$ cat src/design/shabh_pkg.sv
// Shared types and constants for the SHA-256 byte hasher.
// Holds the channel item structs, the controller state type and the round tables.
// No dependencies.
package shabh_pkg;

  typedef struct packed {
    logic       mode;
    logic [7:0] data_byte;
  } in_item_t;

  typedef struct packed {
    logic [31:0] digest_word;
    logic        last_word;
  } out_item_t;

  localparam logic MODE_ABSORB = 1'b0;
  localparam logic MODE_FINISH = 1'b1;

  localparam logic [7:0] PAD_MARK     = 8'h80;
  localparam logic [5:0] LEN_POS      = 6'd56;
  localparam logic [5:0] LAST_BYTE    = 6'd63;
  localparam logic [5:0] LAST_ROUND   = 6'd63;
  localparam logic [2:0] LAST_WORD    = 3'd7;
  localparam int unsigned BLK_CNT_W   = 55;

  typedef enum logic [2:0] {
    ST_IDLE,
    ST_PAD,
    ST_ROUND,
    ST_ADD,
    ST_OUT
  } state_t;

  typedef struct packed {
    logic       load_en;
    logic [7:0] load_byte;
    logic       init_work;
    logic       round_en;
    logic [5:0] round_idx;
    logic       add_en;
    logic       chain_rst;
  } ctrl_t;

  localparam logic [31:0] ROUND_K [0:63] = '{
    32'h428a2f98, 32'h71374491, 32'hb5c0fbcf, 32'he9b5dba5,
    32'h3956c25b, 32'h59f111f1, 32'h923f82a4, 32'hab1c5ed5,
    32'hd807aa98, 32'h12835b01, 32'h243185be, 32'h550c7dc3,
    32'h72be5d74, 32'h80deb1fe, 32'h9bdc06a7, 32'hc19bf174,
    32'he49b69c1, 32'hefbe4786, 32'h0fc19dc6, 32'h240ca1cc,
    32'h2de92c6f, 32'h4a7484aa, 32'h5cb0a9dc, 32'h76f988da,
    32'h983e5152, 32'ha831c66d, 32'hb00327c8, 32'hbf597fc7,
    32'hc6e00bf3, 32'hd5a79147, 32'h06ca6351, 32'h14292967,
    32'h27b70a85, 32'h2e1b2138, 32'h4d2c6dfc, 32'h53380d13,
    32'h650a7354, 32'h766a0abb, 32'h81c2c92e, 32'h92722c85,
    32'ha2bfe8a1, 32'ha81a664b, 32'hc24b8b70, 32'hc76c51a3,
    32'hd192e819, 32'hd6990624, 32'hf40e3585, 32'h106aa070,
    32'h19a4c116, 32'h1e376c08, 32'h2748774c, 32'h34b0bcb5,
    32'h391c0cb3, 32'h4ed8aa4a, 32'h5b9cca4f, 32'h682e6ff3,
    32'h748f82ee, 32'h78a5636f, 32'h84c87814, 32'h8cc70208,
    32'h90befffa, 32'ha4506ceb, 32'hbef9a3f7, 32'hc67178f2
  };

  localparam logic [31:0] H_INIT [0:7] = '{
    32'h6a09e667, 32'hbb67ae85, 32'h3c6ef372, 32'ha54ff53a,
    32'h510e527f, 32'h9b05688c, 32'h1f83d9ab, 32'h5be0cd19
  };

endpackage

$ cat src/design/shabh_msg_sched.sv
// Block buffer and message schedule for the SHA-256 byte hasher.
// Bytes shift in to form sixteen words; during rounds the window expands in place.
// Depends on shabh_pkg.
module shabh_msg_sched (
  input  logic               clk,
  input  shabh_pkg::ctrl_t   ctl,
  output logic [31:0]        w_cur
);

  logic [31:0] w_r [0:15];
  logic [31:0] w_new;
  logic [31:0] sig0;
  logic [31:0] sig1;

  // Sixteen-word window: w_r[0] is the oldest word, used by the current round.
  always_comb begin
    sig0  = {w_r[1][6:0], w_r[1][31:7]} ^ {w_r[1][17:0], w_r[1][31:18]} ^ (w_r[1] >> 3);
    sig1  = {w_r[14][16:0], w_r[14][31:17]} ^ {w_r[14][18:0], w_r[14][31:19]}
            ^ (w_r[14] >> 10);
    w_new = sig1 + w_r[9] + sig0 + w_r[0];
    w_cur = w_r[0];
  end

  always_ff @(posedge clk) begin
    if (ctl.load_en) begin
      for (int i = 0; i < 15; i++) begin
        w_r[i] <= {w_r[i][23:0], w_r[i+1][31:24]};
      end
      w_r[15] <= {w_r[15][23:0], ctl.load_byte};
    end else if (ctl.round_en) begin
      for (int i = 0; i < 15; i++) begin
        w_r[i] <= w_r[i+1];
      end
      w_r[15] <= w_new;
    end
  end

endmodule

$ cat src/design/shabh_round_core.sv
// Shared SHA-256 round unit with working variables and chaining value.
// One round per enabled cycle; the chaining value is updated in a separate step.
// Depends on shabh_pkg.
module shabh_round_core (
  input  logic               clk,
  input  logic               rst_n,
  input  shabh_pkg::ctrl_t   ctl,
  input  logic [31:0]        w_cur,
  input  logic [2:0]         rd_idx,
  output logic [31:0]        rd_word
);

  logic [31:0] v_r     [0:7];
  logic [31:0] chain_r [0:7];
  logic [31:0] big_s0;
  logic [31:0] big_s1;
  logic [31:0] ch;
  logic [31:0] maj;
  logic [31:0] t1;
  logic [31:0] t2;

  always_comb begin
    big_s1 = {v_r[4][5:0], v_r[4][31:6]} ^ {v_r[4][10:0], v_r[4][31:11]}
             ^ {v_r[4][24:0], v_r[4][31:25]};
    ch     = (v_r[4] & v_r[5]) ^ (~v_r[4] & v_r[6]);
    big_s0 = {v_r[0][1:0], v_r[0][31:2]} ^ {v_r[0][12:0], v_r[0][31:13]}
             ^ {v_r[0][21:0], v_r[0][31:22]};
    maj    = (v_r[0] & v_r[1]) ^ (v_r[0] & v_r[2]) ^ (v_r[1] & v_r[2]);
    t1     = v_r[7] + big_s1 + ch + shabh_pkg::ROUND_K[ctl.round_idx] + w_cur;
    t2     = big_s0 + maj;
  end

  always_ff @(posedge clk) begin
    if (ctl.init_work) begin
      for (int i = 0; i < 8; i++) begin
        v_r[i] <= chain_r[i];
      end
    end else if (ctl.round_en) begin
      v_r[7] <= v_r[6];
      v_r[6] <= v_r[5];
      v_r[5] <= v_r[4];
      v_r[4] <= v_r[3] + t1;
      v_r[3] <= v_r[2];
      v_r[2] <= v_r[1];
      v_r[1] <= v_r[0];
      v_r[0] <= t1 + t2;
    end
  end

  always_ff @(posedge clk) begin
    if (!rst_n || ctl.chain_rst) begin
      for (int i = 0; i < 8; i++) begin
        chain_r[i] <= shabh_pkg::H_INIT[i];
      end
    end else if (ctl.add_en) begin
      for (int i = 0; i < 8; i++) begin
        chain_r[i] <= chain_r[i] + v_r[i];
      end
    end
  end

  assign rd_word = chain_r[rd_idx];

endmodule

$ cat src/design/shabh_ctrl.sv
// Sequencer for the SHA-256 byte hasher: byte counting, padding, rounds, output.
// Drives the message schedule and round unit through one control struct.
// Depends on shabh_pkg.
module shabh_ctrl (
  input  logic                 clk,
  input  logic                 rst_n,
  input  logic                 in_valid,
  input  shabh_pkg::in_item_t  in_item,
  output logic                 in_ready,
  output logic                 out_valid,
  input  logic                 out_ready,
  output logic [2:0]           out_idx,
  output logic                 out_last,
  output shabh_pkg::ctrl_t     ctl
);

  shabh_pkg::state_t state_r, state_nxt;

  logic [5:0]                      cnt_r, cnt_nxt;
  logic [shabh_pkg::BLK_CNT_W-1:0] blk_r, blk_nxt;
  logic [63:0]                     len_r, len_nxt;
  logic                            first_r, first_nxt;
  logic                            zpad_r, zpad_nxt;
  logic                            final_r, final_nxt;
  logic                            padding_r, padding_nxt;
  logic [5:0]                      rnd_r, rnd_nxt;
  logic [2:0]                      oidx_r, oidx_nxt;

  logic       accept;
  logic       acc_absorb;
  logic       acc_finish;
  logic       out_take;
  logic       in_pad;
  logic       blk_full;
  logic [7:0] pad_byte;

  assign accept     = in_valid && in_ready;
  assign acc_absorb = accept && (in_item.mode == shabh_pkg::MODE_ABSORB);
  assign acc_finish = accept && (in_item.mode == shabh_pkg::MODE_FINISH);
  assign in_pad     = (state_r == shabh_pkg::ST_PAD);
  assign blk_full   = (cnt_r == shabh_pkg::LAST_BYTE);
  assign out_take   = out_valid && out_ready;

  // Pad byte: marker first, zeros up to the length field, then the length.
  always_comb begin
    if (first_r) begin
      pad_byte = shabh_pkg::PAD_MARK;
    end else if (zpad_r || (cnt_r < shabh_pkg::LEN_POS)) begin
      pad_byte = 8'h00;
    end else begin
      pad_byte = len_r[63:56];
    end
  end

  // Next state.
  always_comb begin
    state_nxt = state_r;
    unique case (state_r)
      shabh_pkg::ST_IDLE: begin
        if (acc_finish) begin
          state_nxt = shabh_pkg::ST_PAD;
        end else if (acc_absorb && blk_full) begin
          state_nxt = shabh_pkg::ST_ROUND;
        end
      end
      shabh_pkg::ST_PAD: begin
        if (blk_full) begin
          state_nxt = shabh_pkg::ST_ROUND;
        end
      end
      shabh_pkg::ST_ROUND: begin
        if (rnd_r == shabh_pkg::LAST_ROUND) begin
          state_nxt = shabh_pkg::ST_ADD;
        end
      end
      shabh_pkg::ST_ADD: begin
        if (final_r) begin
          state_nxt = shabh_pkg::ST_OUT;
        end else if (padding_r) begin
          state_nxt = shabh_pkg::ST_PAD;
        end else begin
          state_nxt = shabh_pkg::ST_IDLE;
        end
      end
      shabh_pkg::ST_OUT: begin
        if (out_take && (oidx_r == shabh_pkg::LAST_WORD)) begin
          state_nxt = shabh_pkg::ST_IDLE;
        end
      end
      default: state_nxt = shabh_pkg::ST_IDLE;
    endcase
  end

  // Outputs.
  always_comb begin
    in_ready      = (state_r == shabh_pkg::ST_IDLE);
    out_valid     = (state_r == shabh_pkg::ST_OUT);
    out_idx       = oidx_r;
    out_last      = (oidx_r == shabh_pkg::LAST_WORD);
    ctl.load_en   = acc_absorb || in_pad;
    ctl.load_byte = in_pad ? pad_byte : in_item.data_byte;
    ctl.init_work = (acc_absorb || in_pad) && blk_full;
    ctl.round_en  = (state_r == shabh_pkg::ST_ROUND);
    ctl.round_idx = rnd_r;
    ctl.add_en    = (state_r == shabh_pkg::ST_ADD);
    ctl.chain_rst = (state_r == shabh_pkg::ST_OUT) && out_ready
                    && (oidx_r == shabh_pkg::LAST_WORD);
  end

  // Counters and padding bookkeeping.
  always_comb begin
    cnt_nxt     = cnt_r;
    blk_nxt     = blk_r;
    len_nxt     = len_r;
    first_nxt   = first_r;
    zpad_nxt    = zpad_r;
    final_nxt   = final_r;
    padding_nxt = padding_r;
    rnd_nxt     = rnd_r;
    oidx_nxt    = oidx_r;

    if (ctl.load_en) begin
      cnt_nxt = cnt_r + 6'd1;
    end
    if (acc_finish) begin
      len_nxt     = {blk_r, cnt_r, 3'b000};
      blk_nxt     = '0;
      first_nxt   = 1'b1;
      padding_nxt = 1'b1;
    end else if (acc_absorb && blk_full) begin
      blk_nxt = blk_r + shabh_pkg::BLK_CNT_W'(1);
    end
    if (in_pad) begin
      first_nxt = 1'b0;
      if (!first_r && !zpad_r && (cnt_r >= shabh_pkg::LEN_POS)) begin
        len_nxt = {len_r[55:0], 8'h00};
      end
      if (blk_full) begin
        zpad_nxt = 1'b0;
      end else if (first_r) begin
        zpad_nxt = (cnt_r >= shabh_pkg::LEN_POS);
      end
    end
    if (ctl.init_work) begin
      final_nxt = in_pad && !first_r && !zpad_r;
    end
    if (ctl.round_en) begin
      rnd_nxt = rnd_r + 6'd1;
    end
    if (ctl.add_en && final_r) begin
      padding_nxt = 1'b0;
    end
    if (out_take) begin
      oidx_nxt = oidx_r + 3'd1;
    end
  end

  always_ff @(posedge clk) begin
    if (!rst_n) begin
      state_r   <= shabh_pkg::ST_IDLE;
      cnt_r     <= '0;
      blk_r     <= '0;
      first_r   <= 1'b0;
      zpad_r    <= 1'b0;
      final_r   <= 1'b0;
      padding_r <= 1'b0;
      rnd_r     <= '0;
      oidx_r    <= '0;
    end else begin
      state_r   <= state_nxt;
      cnt_r     <= cnt_nxt;
      blk_r     <= blk_nxt;
      first_r   <= first_nxt;
      zpad_r    <= zpad_nxt;
      final_r   <= final_nxt;
      padding_r <= padding_nxt;
      rnd_r     <= rnd_nxt;
      oidx_r    <= oidx_nxt;
    end
  end

  always_ff @(posedge clk) begin
    len_r <= len_nxt;
  end

endmodule

$ cat src/design/sha256_byte_hasher.sv
// Top level of the SHA-256 byte hasher.
// Instantiates shabh_ctrl, shabh_msg_sched and shabh_round_core; uses shabh_pkg.
//
// This block computes standard SHA-256 over a message that arrives one byte per
// input item. An absorb item (mode 0) carries one byte. Every 64th byte fills a
// block, and the block is then busy: one shared round unit runs the 64 rounds
// one per cycle, and the ST_ADD state then adds the result into the chaining
// value. A finish item (mode 1) feeds the padding bytes through the same byte
// path, one per cycle (64 - n bytes, or 128 - n when n, the bytes already in
// the block, is 56 or more), with a compression after each block it completes.
// The eight digest words then come out as eight result items, word 0 first,
// with last_word set on the eighth. After the eighth word is taken, the
// chaining value is back at its initial value and the block is ready for a new
// message. The input channel is not ready while a compression, padding or
// digest output is in progress. The bit length wraps modulo 2^64.
module sha256_byte_hasher (
  input  logic                  clk,
  input  logic                  rst_n,
  input  logic                  in_valid,
  output logic                  in_ready,
  input  shabh_pkg::in_item_t   in_data,
  output logic                  out_valid,
  input  logic                  out_ready,
  output shabh_pkg::out_item_t  out_data
);

  shabh_pkg::ctrl_t ctl;
  logic [31:0]      w_cur;
  logic [2:0]       out_idx;
  logic             out_last;
  logic [31:0]      rd_word;

  // Sequencer: byte counting, padding generation and round stepping.
  shabh_ctrl u_ctrl (
    .clk       (clk),
    .rst_n     (rst_n),
    .in_valid  (in_valid),
    .in_item   (in_data),
    .in_ready  (in_ready),
    .out_valid (out_valid),
    .out_ready (out_ready),
    .out_idx   (out_idx),
    .out_last  (out_last),
    .ctl       (ctl)
  );

  // The block buffer doubles as the message schedule window.
  shabh_msg_sched u_sched (
    .clk   (clk),
    .ctl   (ctl),
    .w_cur (w_cur)
  );

  // Shared round unit holding the working variables and the chaining value.
  shabh_round_core u_core (
    .clk     (clk),
    .rst_n   (rst_n),
    .ctl     (ctl),
    .w_cur   (w_cur),
    .rd_idx  (out_idx),
    .rd_word (rd_word)
  );

  // Digest words are read straight from the chaining registers.
  assign out_data.digest_word = rd_word;
  assign out_data.last_word   = out_last;

endmodule

$ cat config.mk
export PLATFORM = sky130hd
export DESIGN_NAME = sha256_byte_hasher
export DESIGN_NICKNAME = d
export VERILOG_FILES = /design/src/design/shabh_pkg.sv /design/src/design/shabh_msg_sched.sv /design/src/design/shabh_round_core.sv /design/src/design/shabh_ctrl.sv /design/src/design/sha256_byte_hasher.sv
export SDC_FILE = /design/constraint.sdc
export NUM_CORES = 2
export LEC_CHECK = 0
export BUFFER_PORTS_ARGS = -buffer_cell sky130_fd_sc_hd__buf_4
export CELL_PAD_IN_SITES_DETAIL_PLACEMENT = 2
export CELL_PAD_IN_SITES_GLOBAL_PLACEMENT = 2
export CORE_MARGIN = 10
export CORE_UTILIZATION = 45
export DETAILED_ROUTE_END_ITERATION = 8
export PLACE_DENSITY = 0.93
export SYNTH_ARGS = -nofsm -noshare
export SYNTH_HDL_FRONTEND = slang
export SYNTH_SLANG_ARGS = --single-unit
$ cat constraint.sdc
create_clock -name clk -period 48.5 [get_ports clk]
set_clock_uncertainty 0.1 [all_clocks]
set_input_delay 4.85 -clock clk [delete_from_list [all_inputs] [get_ports clk]]
set_output_delay 4.85 -clock clk [all_outputs]
set_load 0.02 [all_outputs]
## Word level (Yosys, flattened, before mapping)

Memories as Yosys holds them, arrays and structs flattened. A register that Yosys moved wholly into a read port is not among the register bits.
Index checks and enable logic that the tools add are counted.

| operators by class | value |
|---|---|
| $mul | 0 |
| div/mod/pow operators | 0 |
| reductions and logical operators | 25 |
| bitwise operators | 52 |
| shift-type cells | 0 |
| equality and inequality tests | 11 |
| magnitude comparators | 3 |
| $add $sub $neg | 22 |
| mux-type cells | 66 |

Operator list:

| operator | number |
|---|---|
| $mux W32 | 34 |
| $add A32 B32 Y32 | 18 |
| $xor A32 B32 Y32 | 9 |
| $mux W64 | 3 |
| $and A32 B32 Y32 | 5 |
| $add A55 B1 Y55 const B | 1 |
| $not A32 Y32 | 1 |
| $or A1 B1 Y1 | 32 |
| $xor A32 B22 Y32 | 1 |
| $xor A32 B29 Y32 | 1 |
| $mux W3 | 8 |
| $mux W8 | 3 |
| $mux W1 | 17 |
| $pmux W3 S5 | 1 |
| $add A6 B1 Y6 const B | 2 |
| $eq A6 B6 Y1 const B | 2 |
| $logic_and A1 B1 Y1 | 12 |
| $ge A7 B7 Y1 const B | 1 |
| $not A6 Y7 | 1 |
| $eq A3 B2 Y1 const B | 2 |
| $eq A3 B3 Y1 const B | 2 |
| $ge A6 B6 Y1 const B | 1 |
| $lt A6 B6 Y1 const B | 1 |
| $reduce_or A2 Y1 | 3 |
| 12 further kinds | 18 |

| word-level totals | value |
|---|---|
| bits in latches | 0 |
| ROM bits | 2048 |
| register bits | 141 |
| output and inout bits | 35 |
| memories kept | 4 |
| memory bits (writable) | 1024 |

Memories:

| memory | depth | width | read ports | clocked after memory_dff | write ports | line | source |
|---|---|---|---|---|---|---|---|
| (no name shown) | 64 | 32 | 1 | 0 | 0 | shabh_round_core.sv:29 | `t1 = v_r[7] + big_s1 + ch + shabh_pkg::ROUND_K[ctl.round_idx] + w_cur;` |
| u_sched.w_r | 16 | 32 | 16 | 0 | 16 | shabh_msg_sched.sv:10 | `logic [31:0] w_r [0:15];` |
| u_core.chain_r | 8 | 32 | 9 | 1 | 8 | shabh_round_core.sv:14 | `logic [31:0] chain_r [0:7];` |
| u_core.v_r | 8 | 32 | 8 | 0 | 8 | shabh_round_core.sv:13 | `logic [31:0] v_r [0:7];` |

## Depth between registers and ports, before layout

An unclocked memory read counts as a cell.

| depth | value |
|---|---|
| word-level depth | 9 |
| gate-level depth with buffers | 43 |

## Cells and area by module

A second synthesis with hierarchy kept.

| unflattened totals | value |
|---|---|
| cells, all modules | 7030 |
| area total of the unflattened synthesis | 77364.2 um2 |

By module, submodules not included:

| module | area an instance (um2) | instances | cells an instance |
|---|---|---|---|
| shabh_round_core | 45085.7 | 1 | 4493 |
| shabh_msg_sched | 25888.6 | 1 | 1733 |
| shabh_ctrl | 6382.4 | 1 | 803 |
| sha256_byte_hasher | 7.5 | 1 | 1 |

## Worst setup path after synthesis

No wires, ideal clock.

| timing | value |
|---|---|
| path kind | input-to-reg |
| from | input in_data[8] (netlist name) |
| to | memory u_core.v_r[0][0], enable pin |
| stages on the path | 7 |
| setup slack | 23.393 ns |
| arrival time | 23.780 ns |
| cell sequence | nand2b_1 or2_2 clkbuf_1 nand2_1 clkbuf_1 nand3_1 o21ai_0 |

RTL lines:

| element | line | source |
|---|---|---|
| start, declared | sha256_byte_hasher.sv:21 | `input shabh_pkg::in_item_t in_data,` |
| end, declared | shabh_round_core.sv:13 |  |

==> impl_metrics.env <==
export IMPL_status="complete, but fails checks"
export IMPL_violated_checks="capacitance limit"
export IMPL_vdd_drop_max_mv=0.05468
export IMPL_grt_pass1_vias=76590
export IMPL_leak_pwr_nw=34.63
export IMPL_critical_path_fanout_max=27
export IMPL_number_of_different_library_cells_in_the_post_synthesis_netlist=80
export IMPL_placement_setup_worst_slack_ns=37.86
export IMPL_die_width_um=432.9
export IMPL_timing_final_hold_violations=0
export IMPL_viasPerCell=6.751
export IMPL_setup_violations=0
export IMPL_synth_enable_flop_cells=1024
export IMPL_report_final_slew_viol_count=0
export IMPL_final_seq_area_um2=33650
export IMPL_top_level_ports=48
export IMPL_via_count=70630
export IMPL_grt_use_total_pct=40.80
export IMPL_core_rowCount=151
export IMPL_synthToLayoutAreaGrowth_pct=8.814
export IMPL_clkSlewWorstSetupHoldPaths_ns=0.07
export IMPL_instances_no_fill=10460
export IMPL_layout_commonest_cell="nand2_1"
export IMPL_filler_cell_count=17680
export IMPL_critical_path_start_type="register"
export IMPL_synth_nets=8916
export IMPL_fp_dieH_um=432.9
export IMPL_fmax_ghz=0.08709
export IMPL_drt_antenna_violating_nets=0
export IMPL_clk_insertion_delay_late_ns=0.87
export IMPL_hpwlAfterDp_um=251800
export IMPL_count_of_warnings_emitted_by_yosys=0
export IMPL_core_area_um2=169500
export IMPL_ctsHoldBuffers=0
export IMPL_crit_required_ns=48.93
export IMPL_worst_path_max_delay_cell="xnor2_1"
export IMPL_synth_avg_cell_area_um2=9.231
export IMPL_first_pass_iters=6
export IMPL_cp_arrival_ns=11.91
export IMPL_layout_drive_gt1_share_pct=5.854
export IMPL_ys_ff_latch=1168
export IMPL_antenna_found_initial=25
export IMPL_synth_sequential_area_ratio_pct=43.84
export IMPL_layout_cells_most_common_list="2,571 x nand2_1, 1,024 x edfxtp_1, 429 x nor2_1"
export IMPL_post_synth_instance_area_um2=76710
export IMPL_critPathKind="reg2reg"
export IMPL_slew_limit_headroom_pct=1.339
export IMPL_layout_min_cycle_time_ns=11.48
export IMPL_place_gp_congestion=0.9609
export IMPL_holdCritPathClass="reg2reg"
export IMPL_post_cts_buffers=0
export IMPL_overflow=0
export IMPL_route_detailed_drc=0
export IMPL_worst_setup_path_end_kind="register"
export IMPL_unrepaired_setup_endpoints_after_global_routing="false"
export IMPL_cts_tree="yes"
export IMPL_postSynth_asyncResetShare_pct=0
export IMPL_fin_nets=8731
export IMPL_fin_tns_setup_ns=0
export IMPL_clock_tree_htree_level_count=4
export IMPL_wirelength_um=392900
export IMPL_numClockSinks=1168
export IMPL_place_port_buffers=47
export IMPL_utilization_pct=49.26
export IMPL_first_iter_violations=8849
export IMPL_placed_instances=10200
export IMPL_design_die_area_um2=187400
export IMPL_grt_first_pass_wirelength_um=563800
export IMPL_power_mw=3.750
export IMPL_crit_path_max_incr_delay_ns=1.14
export IMPL_cts_made_buffers=141
export IMPL_synthFlopType="edfxtp_1"
export IMPL_finalWorstSetupSlack_ns=37.02
export IMPL_resized_after_cts=0
export IMPL_syn_instance_count=8310
export IMPL_cts_max_path_buffers=3
export IMPL_timing_final_crit_share_pct=23.68
export IMPL_multi_input_comb_area_um2=40160
export IMPL_routed_wire_length_per_instance_um=37.55
export IMPL_cts_root_buffer="clkbuf_16"
export IMPL_drv_max_cap_violation_count=2
export IMPL_floorplan_initialDensity_pct=45.27
export IMPL_power_density_nw_per_um2=44.92
export IMPL_worstMarginPinSlew_ns=1.467
export IMPL_grt_max_degree=195
synthesized netlist by cell type (70+ instances only):
library cell / n / area [µm²]
clkbuf_1: 407 / 1528
o21ai_0: 389 / 1947
nor3_1: 79 / 395.4
xnor2_1: 346 / 3030
nand2_1: 2576 / 9669
a21oi_1: 381 / 1907
edfxtp_1: 1024 / 30750
dfxtp_1: 144 / 2883
nand3_1: 108 / 540.5
fa_1: 195 / 3904
a31oi_1: 106 / 663.1
nor2_1: 430 / 1614
xor2_1: 257 / 2251
inv_1: 359 / 1348
a21o_1: 206 / 1546
ha_1: 398 / 4980
mux4_2: 70 / 1577
worst max-delay path: cells and delay by family, from the launching register on:
kind | cells | cell delay, ns
compound gates | 12 | 3.55
fa+ha+maj | 8 | 3.52
xor+xnor | 3 | 1.51
buf+inv | 7 | 1.38
simple gates | 3 | 0.81
flops | 1 | 0.30
path summary, 6_finish.rpt:
check	slack [ns]	start	to	cells past startpoint
max	37.02	u_ctrl.rnd_r[0]	u_core.v_r[0][31]	33
min	0.38	u_ctrl.len_r[53]	u_ctrl.len_r[53]	2
max reg2reg	37.02	u_ctrl.rnd_r[0]	u_core.v_r[0][31]	33
min reg2reg	0.38	u_ctrl.len_r[53]	u_ctrl.len_r[53]	2
stage by stage:
stage          instance area, µm²  hold slack (ns)
2_1_floorplan               76710           0.3215
3_3_place_gp                78870           0.3297
3_5_place_dp                78870           0.3547
4_1_cts                     83450           0.3871
5_1_grt                     83450           0.4040
6_report                    83470           0.3821
cells by family (layout without fill, tap and decap cells):
logic type      Yosys count  after routing  synth area share, %
mux                     148            148                3.136
flops                  1168           1168                43.84
xor+xnor                603            603                6.885
simple gates           3551           3551                18.96
fa+ha+maj               597            597                11.63
other cells               0             10                    0
compound gates         1437           1437                11.59
buf+inv                 806            730                3.950
routing by layer:
| metal | vias to the layer above | GRT usage (%) | wire length, µm | share of wire (%) |
|---|---|---|---|---|
| met5 | - | 0 | 248 | 0.063 |
| met3 | 1885 | 11.78 | 39000 | 9.9 |
| met4 | 34 | 29.89 | 34820 | 8.9 |
| li1 | 28050 | - | - | - |
| met2 | 4650 | 65.58 | 180500 | 46 |
| met1 | 36010 | 46.23 | 138300 | 35 |
layout make-up:
type                       instances  area share, %
timing repair buffer             119          1.115
tap                             2218          3.325
multi-input combinational       6336          48.11
antenna                           10        0.02998
clock inverter                    73         0.9308
inverter                         359          1.614
sequential                      1168          40.31
clock buffer                     179          4.558
state kept, by name, summed over array words and instances, names as in the netlist, 3 cells and up, named ones only:
| name | flops |
|---|---|
| u_core.chain_r | 256 |
| u_core.v_r | 256 |
| u_ctrl.blk_r | 55 |
| u_ctrl.cnt_r | 6 |
| u_ctrl.len_r | 64 |
| u_ctrl.out_idx | 3 |
| u_ctrl.rnd_r | 6 |
| u_ctrl.state_r | 3 |
| u_sched.w_r | 512 |
report_power, final:
part	leakage [nW]	switching [mW]	internal, mW
combinational	21.6	0.883	0.422
clock	2.21	0.535	0.609
sequential	10.8	0.0983	1.20
total	34.6	1.52	2.23
No activity file was read; power rests on OpenSTA's default activity.
